--- src/rtl/rwl_pkg.sv ---
// Shared types, codes and constants of the reader-writer lock manager.
`default_nettype none
package rwl_pkg;

   localparam int ID_FIELD_W = 8;
   localparam int FUNC_W     = 2;
   localparam int STATUS_W   = 3;
   localparam int READER_CNT_W = 9;
   localparam int WAKE_CNT_W = 5;

   localparam logic [READER_CNT_W-1:0] READER_LIMIT = 9'd511;
   localparam int MAX_WAKE = 16;
   localparam logic [WAKE_CNT_W-1:0] MAX_WAKE_N = 5'd16;

   // Request function codes.
   localparam logic [FUNC_W-1:0] FUNC_RD_LOCK   = 2'd0;
   localparam logic [FUNC_W-1:0] FUNC_RD_UNLOCK = 2'd1;
   localparam logic [FUNC_W-1:0] FUNC_WR_LOCK   = 2'd2;
   localparam logic [FUNC_W-1:0] FUNC_WR_UNLOCK = 2'd3;

   // Result status codes.
   localparam logic [STATUS_W-1:0] ST_GRANTED  = 3'd0;
   localparam logic [STATUS_W-1:0] ST_QUEUED   = 3'd1;
   localparam logic [STATUS_W-1:0] ST_WOKEN    = 3'd2;
   localparam logic [STATUS_W-1:0] ST_RELEASED = 3'd3;
   localparam logic [STATUS_W-1:0] ST_FULL     = 3'd4;
   localparam logic [STATUS_W-1:0] ST_MISUSE   = 3'd5;

   typedef enum logic [3:0] {
      OP_RD_LOCK   = 4'b0001,
      OP_RD_UNLOCK = 4'b0010,
      OP_WR_LOCK   = 4'b0100,
      OP_WR_UNLOCK = 4'b1000
   } op_type;

   typedef struct packed {
      op_type                op;
      logic [ID_FIELD_W-1:0] id;
   } cmd_type;

   typedef struct packed {
      logic [ID_FIELD_W-1:0] task_id;
      logic [STATUS_W-1:0]   status;
      logic                  is_reader;
      logic                  last;
   } rsp_type;

   function automatic rsp_type make_rsp(input logic [ID_FIELD_W-1:0] id,
                                        input logic [STATUS_W-1:0] status,
                                        input logic is_reader,
                                        input logic last);
      rsp_type r;
      r.task_id   = id;
      r.status    = status;
      r.is_reader = is_reader;
      r.last      = last;
      return r;
   endfunction

endpackage
`default_nettype wire

--- src/rtl/rwl_if.sv ---
// Request and response channel interfaces of the lock manager.
`default_nettype none
interface rwl_req_if import rwl_pkg::*; ();
   logic                  valid;
   logic                  ready;
   logic [FUNC_W-1:0]     func;
   logic [ID_FIELD_W-1:0] requester_id;

   modport source (output valid, output func, output requester_id, input ready);
   modport sink   (input valid, input func, input requester_id, output ready);
endinterface

interface rwl_rsp_if import rwl_pkg::*; ();
   logic                  valid;
   logic                  ready;
   logic [ID_FIELD_W-1:0] task_id;
   logic [STATUS_W-1:0]   status;
   logic                  is_reader;
   logic                  last;

   modport source (output valid, output task_id, output status, output is_reader,
                   output last, input ready);
   modport sink   (input valid, input task_id, input status, input is_reader,
                   input last, output ready);
endinterface
`default_nettype wire

--- src/rtl/reader_writer_lock_manager.sv ---
// Path: a single-result request goes through a command slot, then the result register.
// A woken writer, or the first of several woken readers, also goes through a waiter queue
// read register; further woken readers follow one per cycle while rsp_bus.ready allows.
// Throughput: one request per cycle unless the result is stalled, except a release that
// wakes a writer or readers, which holds the back end until its wake results are sent.
// Reset clears the lock state, queue counts and pointers; queue entries are not cleared.
`default_nettype none
module reader_writer_lock_manager import rwl_pkg::*; #(
   parameter int ID_BITS            = 8,
   parameter int READER_QUEUE_DEPTH = 16,
   parameter int WRITER_QUEUE_DEPTH = 16
) (
   input  wire       clock,
   input  wire       reset,
   rwl_req_if.sink   req_bus,
   rwl_rsp_if.source rsp_bus
);

   logic    cmd_valid;
   logic    cmd_ready;
   cmd_type cmd;

   rwl_front #(
      .ID_BITS (ID_BITS)
   ) u_front (
      .clock     (clock),
      .reset     (reset),
      .req_bus   (req_bus),
      .cmd_valid (cmd_valid),
      .cmd_ready (cmd_ready),
      .cmd       (cmd)
   );

   rwl_back #(
      .ID_BITS            (ID_BITS),
      .READER_QUEUE_DEPTH (READER_QUEUE_DEPTH),
      .WRITER_QUEUE_DEPTH (WRITER_QUEUE_DEPTH)
   ) u_back (
      .clock     (clock),
      .reset     (reset),
      .cmd_valid (cmd_valid),
      .cmd_ready (cmd_ready),
      .cmd       (cmd),
      .rsp_bus   (rsp_bus)
   );

endmodule
`default_nettype wire

--- src/rtl/rwl_front.sv ---
// Front end: accepts requests, decodes the function and buffers commands.
`default_nettype none
module rwl_front import rwl_pkg::*; #(
   parameter int ID_BITS = 8
) (
   input  wire       clock,
   input  wire       reset,
   rwl_req_if.sink   req_bus,
   output logic      cmd_valid,
   input  wire       cmd_ready,
   output cmd_type   cmd
);

   localparam int KEEP = (ID_BITS < ID_FIELD_W) ? ID_BITS : ID_FIELD_W;
   localparam logic [ID_FIELD_W-1:0] ID_MASK =
      ID_FIELD_W'((ID_FIELD_W+1)'(1) << KEEP) - ID_FIELD_W'(1);

   cmd_type    slot_ff [2];
   logic       wr_ptr_ff, wr_ptr_in;
   logic       rd_ptr_ff, rd_ptr_in;
   logic [1:0] count_ff, count_in;
   logic       push, pop;
   cmd_type    decoded;

   always_comb begin
      decoded.id = req_bus.requester_id & ID_MASK;
      case (req_bus.func)
         FUNC_RD_LOCK:   decoded.op = OP_RD_LOCK;
         FUNC_RD_UNLOCK: decoded.op = OP_RD_UNLOCK;
         FUNC_WR_LOCK:   decoded.op = OP_WR_LOCK;
         FUNC_WR_UNLOCK: decoded.op = OP_WR_UNLOCK;
         default:        decoded.op = OP_WR_UNLOCK;
      endcase
   end

   assign req_bus.ready = (count_ff != 2'd2);
   assign push      = req_bus.valid && req_bus.ready;
   assign cmd_valid = (count_ff != 2'd0);
   assign pop       = cmd_valid && cmd_ready;
   assign cmd       = slot_ff[rd_ptr_ff];

   always_comb begin
      wr_ptr_in = push ? !wr_ptr_ff : wr_ptr_ff;
      rd_ptr_in = pop ? !rd_ptr_ff : rd_ptr_ff;
      count_in  = count_ff + 2'(push) - 2'(pop);
   end

   always_ff @(posedge clock) begin
      if (reset) begin
         wr_ptr_ff <= 1'b0;
         rd_ptr_ff <= 1'b0;
         count_ff  <= 2'd0;
      end else begin
         wr_ptr_ff <= wr_ptr_in;
         rd_ptr_ff <= rd_ptr_in;
         count_ff  <= count_in;
      end
   end

   always_ff @(posedge clock) begin
      if (push) begin
         slot_ff[wr_ptr_ff] <= decoded;
      end
   end

   a_count_range: assert property (@(posedge clock) disable iff (reset)
      count_ff != 2'd3)
      else $error("command queue count out of range");

   a_ptr_match: assert property (@(posedge clock) disable iff (reset)
      (count_ff == 2'd0 || count_ff == 2'd2) |-> (wr_ptr_ff == rd_ptr_ff))
      else $error("command queue pointers disagree with count");

endmodule
`default_nettype wire

--- src/rtl/rwl_back.sv ---
// Back end: lock state, waiter queues and result generation.
`default_nettype none
module rwl_back import rwl_pkg::*; #(
   parameter int ID_BITS            = 8,
   parameter int READER_QUEUE_DEPTH = 16,
   parameter int WRITER_QUEUE_DEPTH = 16
) (
   input  wire       clock,
   input  wire       reset,
   input  wire       cmd_valid,
   output logic      cmd_ready,
   input  cmd_type   cmd,
   rwl_rsp_if.source rsp_bus
);

   localparam int KEEP  = (ID_BITS < ID_FIELD_W) ? ID_BITS : ID_FIELD_W;
   localparam int RQ_AW = (READER_QUEUE_DEPTH > 1) ? $clog2(READER_QUEUE_DEPTH) : 1;
   localparam int RQ_CW = $clog2(READER_QUEUE_DEPTH + 1);
   localparam int WQ_AW = (WRITER_QUEUE_DEPTH > 1) ? $clog2(WRITER_QUEUE_DEPTH) : 1;
   localparam int WQ_CW = $clog2(WRITER_QUEUE_DEPTH + 1);
   localparam logic [RQ_CW-1:0] RQ_FULL  = RQ_CW'(READER_QUEUE_DEPTH);
   localparam logic [RQ_AW-1:0] RQ_LAST  = RQ_AW'(READER_QUEUE_DEPTH - 1);
   localparam logic [RQ_AW:0]   RQ_DEPTH = (RQ_AW+1)'(READER_QUEUE_DEPTH);
   localparam logic [WQ_CW-1:0] WQ_FULL  = WQ_CW'(WRITER_QUEUE_DEPTH);
   localparam logic [WQ_AW-1:0] WQ_LAST  = WQ_AW'(WRITER_QUEUE_DEPTH - 1);
   localparam logic [WQ_AW:0]   WQ_DEPTH = (WQ_AW+1)'(WRITER_QUEUE_DEPTH);

   typedef enum logic [2:0] {
      S_IDLE         = 3'b001,
      S_WAKE_WRITER  = 3'b010,
      S_WAKE_READERS = 3'b100
   } state_type;

   state_type               state_ff, state_in;
   logic [READER_CNT_W-1:0] readers_ff, readers_in;
   logic                    writer_holds_ff, writer_holds_in;
   logic [RQ_CW-1:0]        rcount_ff, rcount_in;
   logic [RQ_AW-1:0]        rhead_ff, rhead_in;
   logic [WQ_CW-1:0]        wcount_ff, wcount_in;
   logic [WQ_AW-1:0]        whead_ff, whead_in;
   logic [WAKE_CNT_W-1:0]   wake_left_ff, wake_left_in;
   logic                    rsp_valid_ff, rsp_valid_in;
   rsp_type                 rsp_data_ff, rsp_data_in;

   logic [KEEP-1:0] rmem [READER_QUEUE_DEPTH];
   logic [KEEP-1:0] wmem [WRITER_QUEUE_DEPTH];
   logic [KEEP-1:0] rrd_data_ff, wrd_data_ff;
   logic            rwr_en, wwr_en, rrd_en, wrd_en;

   logic [RQ_AW:0]        rtail_sum;
   logic [RQ_AW-1:0]      rtail, rhead_next;
   logic [WQ_AW:0]        wtail_sum;
   logic [WQ_AW-1:0]      wtail, whead_next;
   logic [WAKE_CNT_W-1:0] wake_n;
   logic                  out_free;
   logic                  fire;

   assign out_free = !rsp_valid_ff || rsp_bus.ready;
   assign fire     = cmd_valid && cmd_ready;

   // Both queues are circular; the tail is head plus count, wrapped once.
   always_comb begin
      rtail_sum  = {1'b0, rhead_ff} + (RQ_AW+1)'(rcount_ff);
      rtail      = (rtail_sum >= RQ_DEPTH) ? RQ_AW'(rtail_sum - RQ_DEPTH)
                                           : RQ_AW'(rtail_sum);
      rhead_next = (rhead_ff == RQ_LAST) ? '0 : rhead_ff + RQ_AW'(1);
      wtail_sum  = {1'b0, whead_ff} + (WQ_AW+1)'(wcount_ff);
      wtail      = (wtail_sum >= WQ_DEPTH) ? WQ_AW'(wtail_sum - WQ_DEPTH)
                                           : WQ_AW'(wtail_sum);
      whead_next = (whead_ff == WQ_LAST) ? '0 : whead_ff + WQ_AW'(1);
      wake_n     = (32'(rcount_ff) > MAX_WAKE) ? MAX_WAKE_N : WAKE_CNT_W'(rcount_ff);
   end

   always_comb begin
      state_in        = state_ff;
      readers_in      = readers_ff;
      writer_holds_in = writer_holds_ff;
      rcount_in       = rcount_ff;
      rhead_in        = rhead_ff;
      wcount_in       = wcount_ff;
      whead_in        = whead_ff;
      wake_left_in    = wake_left_ff;
      rsp_valid_in    = rsp_valid_ff && !rsp_bus.ready;
      rsp_data_in     = rsp_data_ff;
      rwr_en          = 1'b0;
      wwr_en          = 1'b0;
      rrd_en          = 1'b0;
      wrd_en          = 1'b0;
      cmd_ready       = 1'b0;

      case (state_ff)
         S_IDLE: begin
            cmd_ready = out_free;
            if (fire) begin
               rsp_valid_in = 1'b1;
               case (cmd.op)
                  OP_RD_LOCK: begin
                     if (!writer_holds_ff && wcount_ff == '0) begin
                        if (readers_ff == READER_LIMIT) begin
                           rsp_data_in = make_rsp(cmd.id, ST_MISUSE, 1'b1, 1'b1);
                        end else begin
                           readers_in  = readers_ff + READER_CNT_W'(1);
                           rsp_data_in = make_rsp(cmd.id, ST_GRANTED, 1'b1, 1'b1);
                        end
                     end else if (rcount_ff == RQ_FULL) begin
                        rsp_data_in = make_rsp(cmd.id, ST_FULL, 1'b1, 1'b1);
                     end else begin
                        rwr_en      = 1'b1;
                        rcount_in   = rcount_ff + RQ_CW'(1);
                        rsp_data_in = make_rsp(cmd.id, ST_QUEUED, 1'b1, 1'b1);
                     end
                  end
                  OP_RD_UNLOCK: begin
                     if (readers_ff == '0) begin
                        rsp_data_in = make_rsp(cmd.id, ST_MISUSE, 1'b1, 1'b1);
                     end else begin
                        readers_in = readers_ff - READER_CNT_W'(1);
                        if (readers_ff == READER_CNT_W'(1) && wcount_ff != '0) begin
                           // The last reader leaves: hand the lock to the oldest writer.
                           rsp_valid_in    = 1'b0;
                           wrd_en          = 1'b1;
                           whead_in        = whead_next;
                           wcount_in       = wcount_ff - WQ_CW'(1);
                           writer_holds_in = 1'b1;
                           state_in        = S_WAKE_WRITER;
                        end else begin
                           rsp_data_in = make_rsp(cmd.id, ST_RELEASED, 1'b1, 1'b1);
                        end
                     end
                  end
                  OP_WR_LOCK: begin
                     if (!writer_holds_ff && readers_ff == '0) begin
                        writer_holds_in = 1'b1;
                        rsp_data_in     = make_rsp(cmd.id, ST_GRANTED, 1'b0, 1'b1);
                     end else if (wcount_ff == WQ_FULL) begin
                        rsp_data_in = make_rsp(cmd.id, ST_FULL, 1'b0, 1'b1);
                     end else begin
                        wwr_en      = 1'b1;
                        wcount_in   = wcount_ff + WQ_CW'(1);
                        rsp_data_in = make_rsp(cmd.id, ST_QUEUED, 1'b0, 1'b1);
                     end
                  end
                  OP_WR_UNLOCK: begin
                     if (rcount_ff != '0) begin
                        if (({1'b0, readers_ff} + (READER_CNT_W+1)'(wake_n)) >
                            (READER_CNT_W+1)'(READER_LIMIT)) begin
                           rsp_data_in = make_rsp(cmd.id, ST_MISUSE, 1'b0, 1'b1);
                        end else begin
                           // Count is settled now; the head advances as readers drain.
                           rsp_valid_in    = 1'b0;
                           writer_holds_in = 1'b0;
                           readers_in      = readers_ff + READER_CNT_W'(wake_n);
                           rcount_in       = rcount_ff - RQ_CW'(wake_n);
                           wake_left_in    = wake_n;
                           rrd_en          = 1'b1;
                           rhead_in        = rhead_next;
                           state_in        = S_WAKE_READERS;
                        end
                     end else if (wcount_ff != '0) begin
                        rsp_valid_in    = 1'b0;
                        wrd_en          = 1'b1;
                        whead_in        = whead_next;
                        wcount_in       = wcount_ff - WQ_CW'(1);
                        writer_holds_in = 1'b1;
                        state_in        = S_WAKE_WRITER;
                     end else begin
                        writer_holds_in = 1'b0;
                        rsp_data_in     = make_rsp(cmd.id, ST_RELEASED, 1'b0, 1'b1);
                     end
                  end
                  default: begin
                     rsp_valid_in = rsp_valid_ff && !rsp_bus.ready;
                  end
               endcase
            end
         end
         S_WAKE_WRITER: begin
            if (out_free) begin
               rsp_valid_in = 1'b1;
               rsp_data_in  = make_rsp(ID_FIELD_W'(wrd_data_ff), ST_WOKEN, 1'b0, 1'b1);
               state_in     = S_IDLE;
            end
         end
         S_WAKE_READERS: begin
            if (out_free) begin
               rsp_valid_in = 1'b1;
               rsp_data_in  = make_rsp(ID_FIELD_W'(rrd_data_ff), ST_WOKEN, 1'b1,
                                       wake_left_ff == WAKE_CNT_W'(1));
               wake_left_in = wake_left_ff - WAKE_CNT_W'(1);
               if (wake_left_ff == WAKE_CNT_W'(1)) begin
                  state_in = S_IDLE;
               end else begin
                  rrd_en   = 1'b1;
                  rhead_in = rhead_next;
               end
            end
         end
         default: begin
            state_in = S_IDLE;
         end
      endcase
   end

   always_ff @(posedge clock) begin
      if (reset) begin
         state_ff        <= S_IDLE;
         readers_ff      <= '0;
         writer_holds_ff <= 1'b0;
         rcount_ff       <= '0;
         rhead_ff        <= '0;
         wcount_ff       <= '0;
         whead_ff        <= '0;
         wake_left_ff    <= '0;
         rsp_valid_ff    <= 1'b0;
      end else begin
         state_ff        <= state_in;
         readers_ff      <= readers_in;
         writer_holds_ff <= writer_holds_in;
         rcount_ff       <= rcount_in;
         rhead_ff        <= rhead_in;
         wcount_ff       <= wcount_in;
         whead_ff        <= whead_in;
         wake_left_ff    <= wake_left_in;
         rsp_valid_ff    <= rsp_valid_in;
      end
   end

   always_ff @(posedge clock) begin
      rsp_data_ff <= rsp_data_in;
   end

   always_ff @(posedge clock) begin
      if (rwr_en) begin
         rmem[rtail] <= cmd.id[KEEP-1:0];
      end
      if (rrd_en) begin
         rrd_data_ff <= rmem[rhead_ff];
      end
   end

   always_ff @(posedge clock) begin
      if (wwr_en) begin
         wmem[wtail] <= cmd.id[KEEP-1:0];
      end
      if (wrd_en) begin
         wrd_data_ff <= wmem[whead_ff];
      end
   end

   assign rsp_bus.valid     = rsp_valid_ff;
   assign rsp_bus.task_id   = rsp_data_ff.task_id;
   assign rsp_bus.status    = rsp_data_ff.status;
   assign rsp_bus.is_reader = rsp_data_ff.is_reader;
   assign rsp_bus.last      = rsp_data_ff.last;

   a_wake_left: assert property (@(posedge clock) disable iff (reset)
      (state_ff == S_WAKE_READERS) |-> (wake_left_ff != '0))
      else $error("reader drain with nothing left to wake");

   a_queue_bounds: assert property (@(posedge clock) disable iff (reset)
      (rcount_ff <= RQ_FULL) && (wcount_ff <= WQ_FULL))
      else $error("waiter queue count beyond depth");

   a_cmd_answered: assert property (@(posedge clock) disable iff (reset)
      fire |=> (rsp_valid_ff || state_ff == S_WAKE_WRITER || state_ff == S_WAKE_READERS))
      else $error("command produced no result and no wake sequence");

   a_writer_woken: assert property (@(posedge clock) disable iff (reset)
      (state_ff == S_WAKE_WRITER) |-> writer_holds_ff)
      else $error("writer woken without holding the lock");

endmodule
`default_nettype wire
--- src/flat_wrapper.sv ---
// flat-port wrapper written by rule: the top's interface ports become plain ports
module reader_writer_lock_manager_flat import rwl_pkg::*;
#(
   parameter int ID_BITS            = 8,
   parameter int READER_QUEUE_DEPTH = 16,
   parameter int WRITER_QUEUE_DEPTH = 16
)
  (clock, reset, req_bus_valid, req_bus_func, req_bus_requester_id, req_bus_ready, rsp_bus_valid, rsp_bus_task_id, rsp_bus_status, rsp_bus_is_reader, rsp_bus_last, rsp_bus_ready);
  rwl_req_if req_bus_i ();
  rwl_rsp_if rsp_bus_i ();
  input  wire clock;
  input  wire reset;
  input wire logic [$bits(req_bus_i.valid)-1:0] req_bus_valid;
  input wire logic [$bits(req_bus_i.func)-1:0] req_bus_func;
  input wire logic [$bits(req_bus_i.requester_id)-1:0] req_bus_requester_id;
  output wire logic [$bits(req_bus_i.ready)-1:0] req_bus_ready;
  output wire logic [$bits(rsp_bus_i.valid)-1:0] rsp_bus_valid;
  output wire logic [$bits(rsp_bus_i.task_id)-1:0] rsp_bus_task_id;
  output wire logic [$bits(rsp_bus_i.status)-1:0] rsp_bus_status;
  output wire logic [$bits(rsp_bus_i.is_reader)-1:0] rsp_bus_is_reader;
  output wire logic [$bits(rsp_bus_i.last)-1:0] rsp_bus_last;
  input wire logic [$bits(rsp_bus_i.ready)-1:0] rsp_bus_ready;
  assign req_bus_i.valid = req_bus_valid;
  assign req_bus_i.func = req_bus_func;
  assign req_bus_i.requester_id = req_bus_requester_id;
  assign req_bus_ready = req_bus_i.ready;
  assign rsp_bus_valid = rsp_bus_i.valid;
  assign rsp_bus_task_id = rsp_bus_i.task_id;
  assign rsp_bus_status = rsp_bus_i.status;
  assign rsp_bus_is_reader = rsp_bus_i.is_reader;
  assign rsp_bus_last = rsp_bus_i.last;
  assign rsp_bus_i.ready = rsp_bus_ready;
  reader_writer_lock_manager #(.ID_BITS(ID_BITS), .READER_QUEUE_DEPTH(READER_QUEUE_DEPTH), .WRITER_QUEUE_DEPTH(WRITER_QUEUE_DEPTH)) u_core (.clock(clock), .reset(reset), .req_bus(req_bus_i), .rsp_bus(rsp_bus_i));
endmodule
--- config.mk ---
export PLATFORM = sky130hd
export DESIGN_NAME = reader_writer_lock_manager_flat
export DESIGN_NICKNAME = d
export VERILOG_FILES = /design/src/rtl/rwl_pkg.sv /design/src/rtl/rwl_if.sv /design/src/rtl/reader_writer_lock_manager.sv /design/src/rtl/rwl_front.sv /design/src/rtl/rwl_back.sv /design/src/flat_wrapper.sv
export SDC_FILE = /design/constraint.sdc
export NUM_CORES = 1
export LEC_CHECK = 0
export BUFFER_PORTS_ARGS = -buffer_cell sky130_fd_sc_hd__buf_2
export CORE_MARGIN = 4
export CORE_UTILIZATION = 30
export CTS_CLUSTER_DIAMETER = 150
export DETAILED_ROUTE_END_ITERATION = 10
export PLACE_DENSITY = 0.52
export SLEW_MARGIN = 5
export SYNTH_ARGS = -nofsm -noshare
export SYNTH_HDL_FRONTEND = slang
export SYNTH_SLANG_ARGS = --single-unit
--- constraint.sdc ---
create_clock -name clock -period 5.5 [get_ports clock]
set_input_delay 0.55 -clock clock [delete_from_list [all_inputs] [get_ports clock]]
set_output_delay 0.55 -clock clock [all_outputs]
set_load 0.005 [all_outputs]
==> out/results.tsv, run 1 <==
stage	metric	value	unit
critical_path	timing.critical_path.slowest_stage_cell	nor3_1	
finish	n_fill_cell	4783	
critical_path	signal_arrival_time_at_the_worst_endpoint	3970	ps
logic_synthesis	synth.yosys.warnings	0	
global_route	largest_net_degree_at_the_start_of_global_routing	44	
critical_path	rr_endpoint	u_core.u_back.wmem[6][5]	
logic_synthesis	synth_enable_flop_cells	309	
clock_network	worst_setup_hold_path_clk_slew	60	ps
floorplanning	row_count	82	
timing	rsz0062_at_grt	false	
global_route	grt_antenna_before_repair	0	
floorplanning	placeableCoreArea	50400	um2
timing	worst_margin_slew	1310	ps
critical_path	setup.worst_path.end	u_core.u_back.wmem[6][5]	
clock_network	cts_sinks	351	
power_and_ir_drop	reported_leakage_power	0.00563	uW
logic_synthesis	synth_nets	1020	
timing	fmax	0.262	GHz
logic_synthesis	post_synth_main_area_contributors	edfxtp_1, mux4_2, dfxtp_1	
drt	vias	8479	
flow_run	timing.max_cap.violations	0	
critical_path	largest_fanout_on_the_critical_path	23	
timing	timing_hold_violations_final	0	
finish	area_growth_syn_to_layout	13.6	%
logic_synthesis	synth_seq_area_share	0.660	
logic_synthesis	synthCells	970	
critical_path	worst-r2r-setup-slack	1680	ps
critical_path	timing.critical_path.buf_inv	0	
placement	globalplace.congestion	0.840	
floorplanning	dieWidth	234	um
timing	fin_tns_setup	0	ps
timing	final-max-slew-violation-count	0	
global_route	global_route_wire_length_before_repair	53.2	mm
global_route	gr_peak_layer	met2	
placement	io_buffer_count	28	
logic_synthesis	yosysUniqueCellTypes	69	
timing	timing.clock.skew	19.1	ps
critical_path	r2r_cells	6	
logic_synthesis	syn_area	15300	um2
clock_network	cts_root_buf	clkbuf_16	
finish	num_antenna_cells	0	
timing	fin_crit	3820	ps
timing	timing.final.crit_share	0.695	
critical_path	timing_worst_setup_path_type	reg2reg	
power_and_ir_drop	pwr_density_cell	388	nW/um2
drt	drt-wirelength-per-cell	20.4	um
min_path	hp-class	in2reg	
global_route	first_global_vias	8550	
global_route	met1_usage	0.178	
timing	setup_ws	1680	ps
drt	drtPass1Iterations	5	
power_and_ir_drop	vdd_ir_drop_max	0.000216	V
finish	finalNetCount	1058	
finish	mostFrequentLayoutCells	edfxtp_1, nor2_1, mux4_2	
clock_network	cts_setup_buffers	0	
clock_network	cts_buffers	38	
critical_path	timing.critical_path.depth	6	
clock_network	cts_repair_resized_insts	0	
drt	via_per_inst	4.96	
floorplanning	floorplan.die_area	54800	um2
drt	antenna_left	0	
finish	final_common_cell	edfxtp_1	
clock_network	htree_num_levels	2	
logic_synthesis	syn-mean-instance-area	15.8	um2
finish	drive_above_1_share	0.195	
global_route	groute.layer.met3.usage	0.0276	
clock_network	number_of_buffers_between_clock_root_and_the_deepest_sink	3	
placement	hpwl	22.5	mm
critical_path	critical_path.startpoint_type	flop	
timing	maxSlewHeadroom	0.123	
timing	setup_violations	0	
logic_synthesis	yosys_most_used_dff	edfxtp_1	
logic_synthesis	netlist.top_cell.by_area	edfxtp_1	
critical_path	critical_path.max_stage_delay	940	ps
outcome	run_status	complete, no violations	
critical_path	critPathRequiredTime	5650	ps
logic_synthesis	async_flop_share	0	
placement	dp_worst_setup_slack	1660	ps
global_route	global_route.usage.met2	0.204	
critical_path	crit_chain	nor3b_2, o22ai_2, nand3b_4, nor3b_1, nand2_1, nor3_1	
drt	route.detailed.drc	0	
logic_synthesis	synth_top_cell_area_share	0.605	
drt	drt_wl_total	34.9	mm
critical_path	critical_path.endpoint_type	flop	
finish	multiInputGateArea	4940	um2
critical_path	cp_top_family	simple AND/OR/NAND/NOR gates	
global_route	overflow	0	
global_route	groute.usage.overall	0.127	
clock_network	clock_tree_from_tritoncts	built	
logic_synthesis	synth-seq-cells	351	
clock_network	clock_latency	550	ps
floorplanning	die-height	234	um
finish	seqCellArea	10100	um2
clock_network	cts-hold-fix-buffers	0	
drt	initialDrtViolationCount	558	
floorplanning	initial_utilization	0.305	
floorplanning	pin_count	29	
synthesized netlist by cell type, drive strengths merged (4+ instances only):
master,count
nand3,11
xnor2,17
nor3,16
nor2,90
nor2b,8
and2,5
mux2i,18
a21o,12
a211oi,8
nand2,29
a21oi,70
buf,12
nand2b,9
nor4,5
nand4,4
o31ai,7
a31oi,4
or2,8
and3b,4
nand3b,5
edfxtp,309
o211ai,4
nor3b,10
clkbuf,31
or3,7
dfxtp,42
inv,28
mux4,80
or4,4
o22ai,13
xor2,10
ha,31
o21ai,19
fa,5
routing by layer:
layer	up-vias	share of wire	routed length (um)
li1	3892	-	-
met1	4313	0.45	15700
met2	228	0.48	16600
met3	46	0.057	1990
met4	0	0.016	569
met5	-	0	0
final cells by class:
type                    instances  share of cell area
clock inverters                12             0.00725
inverters                      28             0.00603
well taps                     672              0.0482
repair buffers                 41              0.0136
multi-input cells             548               0.283
clock buffers                  57              0.0607
flip-flops and latches        351               0.581
power breakdown:
part / leakage (uW) / total, uW / internal, uW / switching [uW]
combinational: 0.00193 / 1090 / 363 / 728
sequential: 0.00313 / 3260 / 3170 / 86.8
clock: 0.000570 / 2420 / 1390 / 1030
logic make-up (layout without fill, tap and decap cells):
kind of cell / after synthesis / count (layout) / share of synthesized area
fa+ha+maj: 36 / 36 / 0.0318
compound gates: 166 / 166 / 0.0687
simple gates: 221 / 221 / 0.0766
xor+xnor: 27 / 27 / 0.0154
flops: 351 / 351 / 0.660
mux: 98 / 98 / 0.129
buf+inv: 71 / 138 / 0.0188
through the flow:
stage	hold slack, ps	instance area (um2)	power [uW]	util	cells
floorplan	445	15300	4010	-	970
global placement	463	16200	4400	0.322	1640
detailed placement	474	16200	4410	0.322	1640
CTS	159	17400	6850	0.346	1709
global route	160	17400	7090	0.346	1709
finish	188	17400	6770	0.346	1709
flip-flops by register name (all words and copies together), names as in the netlist, 2 cells and up, named ones only:
signal,cells
u_core.u_back.wake_left_ff,5
u_core.u_back.wmem,128
u_core.u_back.rsp_bus.task_id,8
u_core.u_back.whead_ff,4
u_core.u_back.rhead_ff,4
u_core.u_back.rcount_ff,5
u_core.u_back.state_ff,3
u_core.u_back.wcount_ff,5
u_core.u_front.count_ff,2
u_core.u_back.rmem,128
u_core.u_back.rrd_data_ff,8
u_core.u_back.readers_ff,9
u_core.u_back.wrd_data_ff,8
u_core.u_back.rsp_bus.status,3
u_core.u_front.slot_ff,24
worst min path at each step:
stage / startpoint / end / cells after the start
floorplan: u_core.u_back.wake_left_ff[4] / u_core.u_back.wake_left_ff[4] / 2
global placement: u_core.u_back.wake_left_ff[4] / u_core.u_back.wake_left_ff[4] / 2
detailed placement: u_core.u_back.wake_left_ff[4] / u_core.u_back.wake_left_ff[4] / 2
CTS: req_bus_requester_id[1] / u_core.u_front.slot_ff[0][1] / 1
global route: req_bus_requester_id[1] / u_core.u_front.slot_ff[0][1] / 1
finish: req_bus_requester_id[1] / u_core.u_front.slot_ff[0][1] / 1
Power figures use the tool's default switching activity.
==> run 2: changes to the inputs <==
--- a/config.mk
+++ b/config.mk
@@ -10,7 +10,7 @@
 export CORE_UTILIZATION = 30
 export CTS_CLUSTER_DIAMETER = 150
 export DETAILED_ROUTE_END_ITERATION = 10
-export PLACE_DENSITY = 0.52
+export PLACE_DENSITY = 0.54
 export SLEW_MARGIN = 5
 export SYNTH_ARGS = -nofsm -noshare
 export SYNTH_HDL_FRONTEND = slang
==> constraint.sdc (replaced) <==
create_clock -name clock -period 3.3 [get_ports clock]
set_input_delay 0.33 -clock clock [delete_from_list [all_inputs] [get_ports clock]]
set_output_delay 0.33 -clock clock [all_outputs]
set_load 0.005 [all_outputs]
==> out/results.tsv, run 2 (synthesis gave the netlist of run 1 again) <==
stage	metric	value	unit
power_and_ir_drop	vdd_ir_drop_max	0.000287	V
flow_run	timing.max_cap.violations	0	
timing	worst_margin_slew	841	ps
clock_network	cts_setup_buffers	0	
placement	dp_cells	1691	
min_path	worstHoldEndpoint	u_core.u_front.slot_ff[0][8]	
finish	layout_top_registers	u_core.u_back.rmem: 128 flops, u_core.u_back.wmem: 128 flops, u_core.u_front.slot_ff: 24 flops	
global_route	groute.usage.overall	0.127	
timing	fin_tns_setup	0	ps
power_and_ir_drop	pwr_density_cell	643	nW/um2
timing	timing_hold_violations_final	0	
timing	timing.clock.skew	26.7	ps
floorplanning	row_count	82	
finish	num_antenna_cells	0	
finish	final_core_utilization	0.357	
finish	final_common_cell	edfxtp_1	
timing	hold-worst-slack	129	ps
global_route	overflow	0	
finish	mostFrequentLayoutCells	edfxtp_1, nor2_1, mux4_2	
floorplanning	dieWidth	234	um
clock_network	number_of_buffers_between_clock_root_and_the_deepest_sink	3	
timing	maxSlewHeadroom	0.439	
floorplanning	die-height	234	um
drt	route.detailed.drc	0	
min_path	hp-class	in2reg	
critical_path	r2r-start	u_core.u_back.rcount_ff[1]	
timing	fin_crit	3080	ps
global_route	grt_antenna_before_repair	0	
clock_network	clock_tree_from_tritoncts	built	
global_route	first_global_vias	8759	
min_path	hold-path-cell-count	2	
power_and_ir_drop	reported_leakage_power	0.00598	uW
critical_path	signal_arrival_time_at_the_worst_endpoint	3320	ps
clock_network	htree_num_levels	2	
outcome	run_status	complete, no violations	
drt	antenna_left	0	
global_route	global_route_wire_length_before_repair	53.4	mm
critical_path	critical_path.startpoint_type	flop	
placement	io_buffer_count	28	
critical_path	critical_path.endpoint_type	flop	
finish	finalNetCount	1117	
critical_path	largest_fanout_on_the_critical_path	9	
critical_path	critPathRequiredTime	3540	ps
finish	n_fill_cell	4780	
critical_path	rr_endpoint	u_core.u_back.rsp_bus.task_id[3]	
floorplanning	pin_count	29	
floorplanning	placeableCoreArea	50400	um2
clock_network	worst_setup_hold_path_clk_slew	60	ps
finish	area_growth_syn_to_layout	17.2	%
global_route	largest_net_degree_at_the_start_of_global_routing	44	
clock_network	cts_root_buf	clkbuf_16	
floorplanning	initial_utilization	0.305	
timing	fmax	0.324	GHz
timing	setup_ws	217	ps
floorplanning	floorplan.die_area	54800	um2
finish	post_layout_nonfiller_instances	1766	
timing	timing.final.crit_share	0.934	
drt	drt-wirelength-per-cell	19.6	um
drt	drt_wl_total	34.6	mm
drt	vias	8622	
critical_path	timing_worst_setup_path_type	reg2reg	
drt	via_per_inst	4.88	
drt	drtPass1Iterations	5	
finish	drive_above_1_share	0.238	
clock_network	cts_buffers	38	
timing	final-max-slew-violation-count	0	
clock_network	cts_sinks	351	
critical_path	r2r_cells	9	
timing	setup_violations	0	
critical_path	worst-r2r-setup-slack	220	ps
min_path	min_from	req_bus_func[0]	
drt	initialDrtViolationCount	570	
clock_network	clock_latency	540	ps
placement	hpwl	22.7	mm
timing	rsz0062_at_grt	false	
placement	dp_worst_setup_slack	220	ps
placement	globalplace.congestion	0.885	
run 2: cell count changes in the layout (fill, tap and decap cells not counted), sizes merged:
cell,previous run,this run
inv,28,30
dlygate4sd3,0,8
clkbuf,57,43
clkinv,11,17
buf,41,92
bufinv,1,5
run 2: area by class of cell:
class / count / area [um2] / share of cell area
Clock buffer: 43 / 991 / 0.0551
Clock inverter: 24 / 265 / 0.0148
Inverter: 28 / 105 / 0.00585
Multi-Input combinational cell: 548 / 4940 / 0.275
Sequential cell: 351 / 10100 / 0.563
Tap cell: 672 / 841 / 0.0468
Timing Repair Buffer: 100 / 713 / 0.0397
run 2: timing repair:
item,in CTS,in global routing
resized for setup,0,1
hold buffers,8,0
hold endpoints to repair,16,0
endpoints found under the setup margin,0,4
run 2: worst max-delay path by stage:
stage | start | end | slack [ps] | cells past startpoint
after floorplan | u_core.u_back.whead_ff[1] | u_core.u_back.wmem[14][0] | 330 | 8
after global placement | u_core.u_back.rcount_ff[2] | u_core.u_back.readers_ff[5] | 270 | 8
after detailed placement | u_core.u_back.rcount_ff[2] | u_core.u_back.readers_ff[7] | 220 | 8
after CTS | u_core.u_back.rcount_ff[2] | u_core.u_back.readers_ff[7] | 180 | 8
after global routing | u_core.u_back.rcount_ff[1] | u_core.u_back.rsp_bus.task_id[4] | 5 | 9
final | u_core.u_back.rcount_ff[1] | u_core.u_back.rsp_bus.task_id[3] | 220 | 9
run 2: metrics by stage:
| step | instance area [um2] | power [uW] |
|---|---|---|
| 6_report | 18000 | 11600 |
| 5_1_grt | 18000 | 12100 |
| 4_1_cts | 18000 | 11700 |
| 3_5_place_dp | 16600 | 7400 |
| 3_3_place_gp | 16600 | 7370 |
| 2_1_floorplan | 15300 | 6680 |
run 2: critical path, cell delays in order (launching register included):
cell and delay, ps:
dfxtp_1 560, nor2b_1 460, ha_1 220, a21oi_1 80
a211oi_1 400, nor2_1 180, a22oi_1 210, a41oi_1 180
nor2_1 250, buf_4 240
run 2: where the power goes:
group	internal [uW]	leakage, uW	total [uW]	switching, uW
sequential	5270	0.00313	5380	105
clock	2560	0.000621	4270	1710
combinational	681	0.00223	1920	1240
run 2: routing by layer:
metal / part of all wire / up-vias / global-route usage
met5: 0 / - / 0
met1: 0.46 / 4400 / 0.181
met2: 0.48 / 171 / 0.206
li1: - / 4011 / -
met4: 0.016 / 0 / 0.0269
met3: 0.040 / 40 / 0.0213
